## config.mk

```make
export PLATFORM = sky130hd
export DESIGN_NAME = cos_gain
export DESIGN_NICKNAME = d
export VERILOG_FILES = /design/src/rtl/cos_pkg.sv /design/src/rtl/cos_gain.sv
export SDC_FILE = /design/constraint.sdc
export NUM_CORES = 2
export LEC_CHECK = 0
export BUFFER_PORTS_ARGS = -buffer_cell sky130_fd_sc_hd__buf_4
export CAP_MARGIN = 10
export CORE_MARGIN = 1.5
export CORE_UTILIZATION = 40
export DETAILED_ROUTE_END_ITERATION = 10
export PLACE_DENSITY = 0.64
export SLEW_MARGIN = 20
export SYNTH_ARGS = -nofsm -noshare
export SYNTH_HDL_FRONTEND = slang
export SYNTH_SLANG_ARGS = --single-unit
export TNS_END_PERCENT = 20
```

## constraint.sdc

```tcl
create_clock -name clk -period 24.3 [get_ports clk]
set_input_delay 2.43 -clock clk [delete_from_list [all_inputs] [get_ports clk]]
set_output_delay 2.43 -clock clk [all_outputs]
set_load 0.05 [all_outputs]
```

## src/rtl/cos_pkg.sv

```systemverilog
package cos_pkg;

  localparam int CoordWidth = 48;
  localparam int AngWidth   = 34;

  typedef logic signed [CoordWidth-1:0] coord_t;
  typedef logic signed [AngWidth-1:0]   ang_t;

  typedef struct packed {
    coord_t x;
    coord_t y;
    ang_t   a;
  } lane_t;

  typedef struct packed {
    logic        op;
    logic        zero;
    logic [31:0] z;
  } meta_t;

  typedef enum logic [1:0] {
    REG_OFFSET_RADIUS = 2'd0,
    REG_OFFSET_ANGLE  = 2'd1,
    REG_OFFSET_Z      = 2'd2
  } reg_index_t;

  localparam logic OP_ADD = 1'b0;

  localparam ang_t ANG_QUARTER = 34'sh040000000;
  localparam ang_t ANG_HALF    = 34'sh080000000;

  localparam logic [30:0] INV_GAIN_SQ = 31'd1583795506;

  localparam logic [31:0] ATAN_TAB [32] = '{
    32'h20000000, 32'h12E4051D, 32'h09FB385B, 32'h051111D4,
    32'h028B0D43, 32'h0145D7E1, 32'h00A2F61E, 32'h00517C55,
    32'h0028BE53, 32'h00145F2E, 32'h000A2F98, 32'h000517CC,
    32'h00028BE6, 32'h000145F3, 32'h0000A2F9, 32'h0000517C,
    32'h000028BE, 32'h0000145F, 32'h00000A2F, 32'h00000517,
    32'h0000028B, 32'h00000145, 32'h000000A2, 32'h00000051,
    32'h00000028, 32'h00000014, 32'h0000000A, 32'h00000005,
    32'h00000002, 32'h00000001, 32'h00000000, 32'h00000000
  };

  // radius on x axis, angle folded into +-pi/2
  function automatic lane_t polar_init(logic [31:0] r, logic signed [15:0] ang);
    lane_t l;
    ang_t  a;
    coord_t x;
    a = {{2{ang[15]}}, ang, 16'b0};
    x = {8'b0, r, 8'b0};
    if (a > ANG_QUARTER) begin
      a = a - ANG_HALF;
      x = -x;
    end else if (a < -ANG_QUARTER) begin
      a = a + ANG_HALF;
      x = -x;
    end
    l.x = x;
    l.y = '0;
    l.a = a;
    return l;
  endfunction

endpackage

```

## src/rtl/cos_gain.sv

```systemverilog
module cos_gain (
  input  logic           clk,
  input  logic           rst,
  input  logic           en,
  input  logic           in_valid,
  input  cos_pkg::lane_t in_lane,
  input  cos_pkg::meta_t in_meta,
  output logic           out_valid,
  output logic [31:0]    out_radius,
  output logic [15:0]    out_angle,
  output logic [31:0]    out_z,
  output logic           overflow
);
  import cos_pkg::*;

  logic [46:0] mag;
  logic [26:0] hi;
  logic [19:0] lo;
  ang_t        ang_rnd;

  logic        v1;
  logic [57:0] ph;
  logic [50:0] pl;
  logic [15:0] ang1;
  logic [31:0] z1;
  logic        zero1;

  logic [58:0] t;
  logic [39:0] t_rnd;

  assign mag     = in_lane.x[CoordWidth-1] ? '0 : in_lane.x[46:0];
  assign hi      = mag[46:20];
  assign lo      = mag[19:0];
  assign ang_rnd = in_lane.a + ang_t'(34'h8000);

  assign t     = {1'b0, ph} + 59'(pl >> 20);
  assign t_rnd = 40'((t + 59'(1 << 19)) >> 20);

  always_ff @(posedge clk) begin
    if (rst) begin
      v1        <= 1'b0;
      out_valid <= 1'b0;
    end else if (en) begin
      v1        <= in_valid;
      out_valid <= v1;
    end
  end

  always_ff @(posedge clk) begin
    if (en) begin
      ph    <= hi * INV_GAIN_SQ;
      pl    <= lo * INV_GAIN_SQ;
      ang1  <= ang_rnd[31:16];
      z1    <= in_meta.z;
      zero1 <= in_meta.zero;
      out_z <= z1;
      if (zero1) begin
        out_radius <= '0;
        out_angle  <= '0;
        overflow   <= 1'b0;
      end else begin
        out_angle <= ang1;
        if (|t_rnd[39:32]) begin
          out_radius <= '1;
          overflow   <= 1'b1;
        end else begin
          out_radius <= t_rnd[31:0];
          overflow   <= 1'b0;
        end
      end
    end
  end

`ifndef SYNTHESIS
  a_ovf_sat: assert property (@(posedge clk) disable iff (rst)
    out_valid && overflow |-> out_radius == 32'hFFFFFFFF)
    else $error("overflow without saturated radius");
  a_rst_clear: assert property (@(posedge clk) rst |=> !out_valid && !v1)
    else $error("valid survived reset");
  // vectoring never lets x go below zero once the left half plane is folded
  a_mag_pos: assert property (@(posedge clk) disable iff (rst)
    in_valid && !in_meta.zero |-> !in_lane.x[CoordWidth-1])
    else $error("vectoring magnitude check");
`endif

endmodule

```

# Word level (Yosys, flattened, before mapping)
# Index checks and enable logic that the tools add are counted.
[word_totals]
regBits = 239
output_inout_bits = 82
elab_cells = 20
[classes]
n_addsub = 3
mul = 2
muxes = 3
n_reduce_logical = 1
[ops]
columns = ["cell", "n"]
rows = [
  ["adder 58 x 31 -> 59 bit", 1],
  ["adder 59 x 20 -> 59 bit, second input constant", 1],
  ["multiplier 27 x 30 -> 57 bit, second input constant", 1],
  ["multiplier 20 x 30 -> 50 bit, second input constant", 1],
  ["2-to-1 mux 47 bit", 1],
  ["adder 32 x 17 -> 32 bit, second input constant", 1],
  ["2-to-1 mux 32 bit", 1],
  ["OR reduction 7 bit", 1],
  ["2-to-1 mux 1 bit", 1],
]

# Depth between registers and ports, before layout
[depth]
word_depth = 4
ltp_mapped = 29
depth_no_buf = 28

# Worst setup path after synthesis
# Ideal clock, no wire load.
[synth_timing]
path_kind = "input-to-reg"
start = "in in_lane[129] in the netlist's numbering"
end = "reg pl[48] (data pin)"
t_arrival_ps = 9150
required_ps = 24042
path_slack_ps = 14892
cell_stages = 25
path_cell_list = "clkbuf_1 -> clkbuf_1 -> nor2b_1 -> ha_1 -> xor2_1 -> ha_1 -> nand2b_1 -> fa_1 -> inv_1 -> fa_1 -> fa_1 -> inv_1 -> fa_1 -> fa_1 -> ha_1 -> a21o_1 -> a21oi_1 -> o221ai_1 -> o41ai_1 -> a211oi_1 -> nor2_1 -> o21ai_1 -> a221o_1 -> a31oi_1 -> xnor2_1"
[synth_via]
elab_chain_cells = 2
[synth_rtl]
columns = ["item", "line_no", "text"]
rows = [
  ["start, declared", "cos_gain.sv:6", "input cos_pkg::lane_t in_lane,"],
  ["2-to-1 mux 47 bit", "cos_gain.sv:31", "assign mag = in_lane.x[CoordWidth-1] ? '0 : in_lane.x[46:0];"],
  ["multiplier 20 x 30 -> 50 bit", "cos_gain.sv:52", "pl <= lo * INV_GAIN_SQ;"],
  ["end signal, assigned", "cos_gain.sv:52", ""],
  ["end, declared", "cos_gain.sv:23", "logic [50:0] pl;"],
]
# No other way between the ends.
# A chain may end at the register's enable or synchronous reset.

# Final worst setup path
[layout_timing]
start = "in in_lane[129] in the netlist's numbering"
end = "reg pl[50] (data pin)"
# Same word-level chain as after synthesis.

==> results_tabular.tex <==
\begin{tabular}{lr}
\hline
Metric & Value \\
\hline
\multicolumn{2}{l}{\textbf{STA}} \\
\quad Upper clock frequency limit & between 0.09 and 0.1 GHz \\
\quad Relative slew margins & 0.288 \\
\quad Crit share post-route & 0.416 \\
\quad RSZ-0062 raised after global routing & false \\
\quad Worst setup skew after layout & around 14 ps \\
\quad Fin. max-slew vios & 0 \\
\quad Final-report setup violation count & 0 \\
\quad Actual transition at the worst max-transition pin & 1070 ps \\
\quad Setup TNS Final & 0 ps \\
\quad Final hold violation count & 0 \\
\quad Tmin final & 10120 ps \\
\multicolumn{2}{l}{\textbf{Floorplanning}} \\
\quad Number of ports placed on the die boundary & 250 \\
\quad Vertical extent of the die & 290 microns \\
\quad DIE WIDTH & 290 microns \\
\quad Initial Util & 0.403 \\
\quad Cell Rows & 105 \\
\quad Full die area & 84100 sq um \\
\quad Core Box Area & 81800 sq um \\
\multicolumn{2}{l}{\textbf{Global route}} \\
\quad Total Routing Usage GR & 0.190 \\
\quad First-pass GRT wire length & 125000 microns \\
\quad Global route total overflow & 0 \\
\quad Antenna violations before repair & 0 \\
\quad Pin count of the biggest net entering global routing & 81 \\
\quad Vias in the first global route & 22118 \\
\multicolumn{2}{l}{\textbf{Clock network}} \\
\quad CTS Hold Buffers Added & 0 \\
\quad Clock insertion delay at the later pin of the skew report & 540 ps \\
\quad CTS max path bufs & 3 \\
\quad Number of buffers added for setup after CTS & 0 \\
\quad Clock transition at the register clock pins on the worst setup and hold paths after CTS & 60 ps \\
\quad Clock sink count & 219 \\
\quad Number of H-tree levels & 1 \\
\quad Cells resized by post-CTS repair & 0 \\
\quad Clock Root Buffer & sky130\_fd\_sc\_hd\_\_clkbuf\_16 \\
\quad TritonCTS clock tree & yes \\
\quad Number of clock buffers inserted by TritonCTS & 26 \\
\multicolumn{2}{l}{\textbf{Synth}} \\
\quad Cell count after synthesis & 3024 \\
\quad Number of flops mapped to enable cells by yosys & 217 \\
\quad Total nets after synthesis & roughly 4300 \\
\quad Synth area leaders & sky130\_fd\_sc\_hd\_\_fa\_1 (32\%), sky130\_fd\_sc\_hd\_\_ha\_1 (21\%), sky130\_fd\_sc\_hd\_\_edfxtp\_1 (20\%) \\
\quad Prevailing post-synth register cell & sky130\_fd\_sc\_hd\_\_edfxtp\_1 \\
\quad Library cell occupying the most area in the post-synthesis netlist & sky130\_fd\_sc\_hd\_\_fa\_1 \\
\quad Fraction of synthesized cell area taken by the top area cell type & 0.324 \\
\quad Count of unique library cells instantiated by Yosys & 64 \\
\quad Number of storage elements in the synthesis netlist & around 220 \\
\quad Commonest cells in the netlist & sky130\_fd\_sc\_hd\_\_inv\_1 (860), sky130\_fd\_sc\_hd\_\_ha\_1 (566), sky130\_fd\_sc\_hd\_\_fa\_1 (534), sky130\_fd\_sc\_hd\_\_edfxtp\_1 (217), sky130\_fd\_sc\_hd\_\_a21oi\_1 (114) \\
\quad Number of synthesis warnings & 0 \\
\quad Post-synthesis instance area & about 33000 sq um \\
\quad Proportion of synthesized flip-flops having asynchronous set or reset & 0 \\
\quad Dominant cell by count in the synthesized netlist & sky130\_fd\_sc\_hd\_\_inv\_1 \\
\quad Mapped Avg Cell Area & 10.9 sq um \\
\quad Sequential-to-total area share from yosys stat & 0.199 \\
\multicolumn{2}{l}{\textbf{Setup path}} \\
\quad Maximum fanout along the worst path & 52 \\
\quad Worst Reg2Reg Path Length in Cells & 13 \\
\quad Req. time, crit path & 24570 ps \\
\quad Worst setup EP type & register \\
\quad CP Class & in2reg \\
\quad Arrival time at the worst endpoint & approximately 10000 ps \\
\quad Startpoint type of the worst setup path & primary input \\
\multicolumn{2}{l}{\textbf{Placement}} \\
\quad Number of buffer cells added on primary ports & about 180 \\
\quad RD Place Congestion & 0.955 \\
\quad Detail Placement HPWL & 67800 microns \\
\multicolumn{2}{l}{\textbf{Worst hold path}} \\
\quad Path class of the lowest-slack min-delay path & reg2reg \\
\quad Cell depth of the worst hold path & 0 \\
\multicolumn{2}{l}{\textbf{Flow run}} \\
\quad Maxcap violations & 0 \\
\multicolumn{2}{l}{\textbf{Route}} \\
\quad Post-DR vias/cell & 4.84 \\
\quad Antenna-violating nets left & 0 \\
\quad Violation count after the first detailed-routing iteration & 1129 \\
\quad Via count & 20835 \\
\quad Final routed wire length divided by cell count & about 18 microns \\
\quad Total wire length & roughly 77000 microns \\
\quad Number of search-and-repair iterations in the first detailed-routing pass & 6 \\
\quad Number of remaining DRC errors & 0 \\
\multicolumn{2}{l}{\textbf{Final layout}} \\
\quad ANT cells & 0 \\
\quad Proportion of layout cells with a drive suffix above 1 & 0.0853 \\
\quad NumNets Final & 4485 \\
\quad \# fillers & between 7000 and 8000 \\
\quad Layout overhead on the synthesized area & 10.7\% \\
\multicolumn{2}{l}{\textbf{Outcome}} \\
\quad Outcome & finished clean \\
\hline
\end{tabular}
-- cells by family (layout without fill, tap and decap cells) --
| family | after synthesis | count (layout) | share of synthesized area |
|---|---|---|---|
| xor gates and xnor gates | 131 | 131 | 0.0348 |
| buffers and inverters | 888 | 1100 | 0.102 |
| muxes | 7 | 7 | 0.00228 |
| and+or+nand+nor | 352 | 352 | 0.0582 |
| AOI/OAI and AO/OA | 327 | 327 | 0.0648 |
| adders and majority gates | 1100 | 1100 | 0.539 |
| DFF | 219 | 219 | 0.199 |
-- metrics by stage --
| stage | util | instance area, sq um | setup slack (ps) | hold WS (ps) | cells |
|---|---|---|---|---|---|
| 6_report | 0.446 | 36500 | 14180 | 409 | 4306 |
| 5_1_grt | 0.446 | 36500 | 13780 | 397 | 4306 |
| 4_1_cts | 0.446 | 36500 | 14170 | 395 | 4306 |
| 3_5_place_dp | 0.435 | 35600 | 13630 | 405 | 4259 |
| 3_3_place_gp | 0.435 | 35600 | 13630 | 401 | 4259 |
| 2_1_floorplan | - | 33000 | 14890 | 400 | 3024 |
-- cells in the final DEF, fill, tap and decap left out, types with 7 or more instances in the layout --
cell	synthesis	routed
sky130_fd_sc_hd__and2_1	13	13
sky130_fd_sc_hd__fa_1	534	534
sky130_fd_sc_hd__a211oi_1	10	10
sky130_fd_sc_hd__or2_2	16	16
sky130_fd_sc_hd__clkbuf_16	0	27
sky130_fd_sc_hd__xor2_1	52	52
sky130_fd_sc_hd__a21oi_1	114	114
sky130_fd_sc_hd__o21a_1	14	14
sky130_fd_sc_hd__buf_4	1	192
sky130_fd_sc_hd__nand3_1	40	40
sky130_fd_sc_hd__o21ai_0	51	51
sky130_fd_sc_hd__and3_1	15	15
sky130_fd_sc_hd__o2111ai_1	7	7
sky130_fd_sc_hd__a31oi_1	9	9
sky130_fd_sc_hd__a21o_1	51	51
sky130_fd_sc_hd__nor3_1	11	11
sky130_fd_sc_hd__nor2_1	54	54
sky130_fd_sc_hd__a21oi_2	10	10
sky130_fd_sc_hd__ha_1	566	566
sky130_fd_sc_hd__nor2b_1	59	59
sky130_fd_sc_hd__nand2b_1	45	45
sky130_fd_sc_hd__nand2_1	59	59
sky130_fd_sc_hd__xnor2_1	79	79
sky130_fd_sc_hd__o21bai_1	8	8
sky130_fd_sc_hd__inv_1	860	860
sky130_fd_sc_hd__edfxtp_1	217	217
sky130_fd_sc_hd__nand4_1	20	20
-- worst max-delay path, stage by stage --
cell	delay, ps
sky130_fd_sc_hd__buf_4	280
sky130_fd_sc_hd__nor2b_1	750
sky130_fd_sc_hd__ha_1	450
sky130_fd_sc_hd__inv_1	110
sky130_fd_sc_hd__fa_1	520
sky130_fd_sc_hd__fa_1	580
sky130_fd_sc_hd__inv_1	60
sky130_fd_sc_hd__fa_1	530
sky130_fd_sc_hd__fa_1	530
sky130_fd_sc_hd__fa_1	550
sky130_fd_sc_hd__inv_1	60
sky130_fd_sc_hd__fa_1	540
sky130_fd_sc_hd__inv_1	40
sky130_fd_sc_hd__ha_1	320
sky130_fd_sc_hd__nand3_1	90
sky130_fd_sc_hd__or2_2	300
sky130_fd_sc_hd__a211oi_1	510
sky130_fd_sc_hd__o41ai_1	190
sky130_fd_sc_hd__a211oi_1	490
sky130_fd_sc_hd__nor2_1	180
sky130_fd_sc_hd__o21ai_0	360
sky130_fd_sc_hd__a31o_2	240
sky130_fd_sc_hd__a21oi_1	80
sky130_fd_sc_hd__xnor2_1	120
-- sequential cells by signal (all words and copies together), names as in the netlist --
signal / count
ph: 57
out_radius: 32
out_z: 32
z1: 32
pl: 30
ang1: 16
out_angle: 16
out_valid: 1
overflow: 1
v1: 1
zero1: 1
-- final cells by class --
| cell class | count | area [sq um] | share of cell area |
|---|---|---|---|
| flip-flops and latches | 219 | 6560 | 0.180 |
| inverters | 860 | 3230 | 0.0885 |
| clock inverters | 15 | 150 | 0.00412 |
| multi-input cells | 1917 | 23000 | 0.632 |
| well taps | 1070 | 1340 | 0.0367 |
| clock buffers | 32 | 704 | 0.0193 |
| repair buffers | 193 | 1460 | 0.0399 |
-- routing by layer --
| metal | global-route usage | vias up | part of all wire |
|---|---|---|---|
| met5 | 0 | - | 0 |
| met4 | 0.0339 | 0 | 0.017 |
| met3 | 0.0253 | 71 | 0.054 |
| met2 | 0.306 | 503 | 0.45 |
| met1 | 0.276 | 10254 | 0.48 |
| li1 | - | 10007 | - |
-- worst paths after layout --
path	start	endpoint	slack, ps
max	in_lane[129]	pl[50]$_DFFE_PP_	14180
min	z1[2]$_DFFE_PP_	out_z[2]$_DFFE_PP_	410
min reg2reg	z1[2]$_DFFE_PP_	out_z[2]$_DFFE_PP_	410
max reg2reg	pl[24]$_DFFE_PP_	out_radius[27]$_SDFFCE_PP0P_	19960
Power is not shown: default switching activity piles up to over one toggle a cycle in this logic, so the estimate is an artifact.
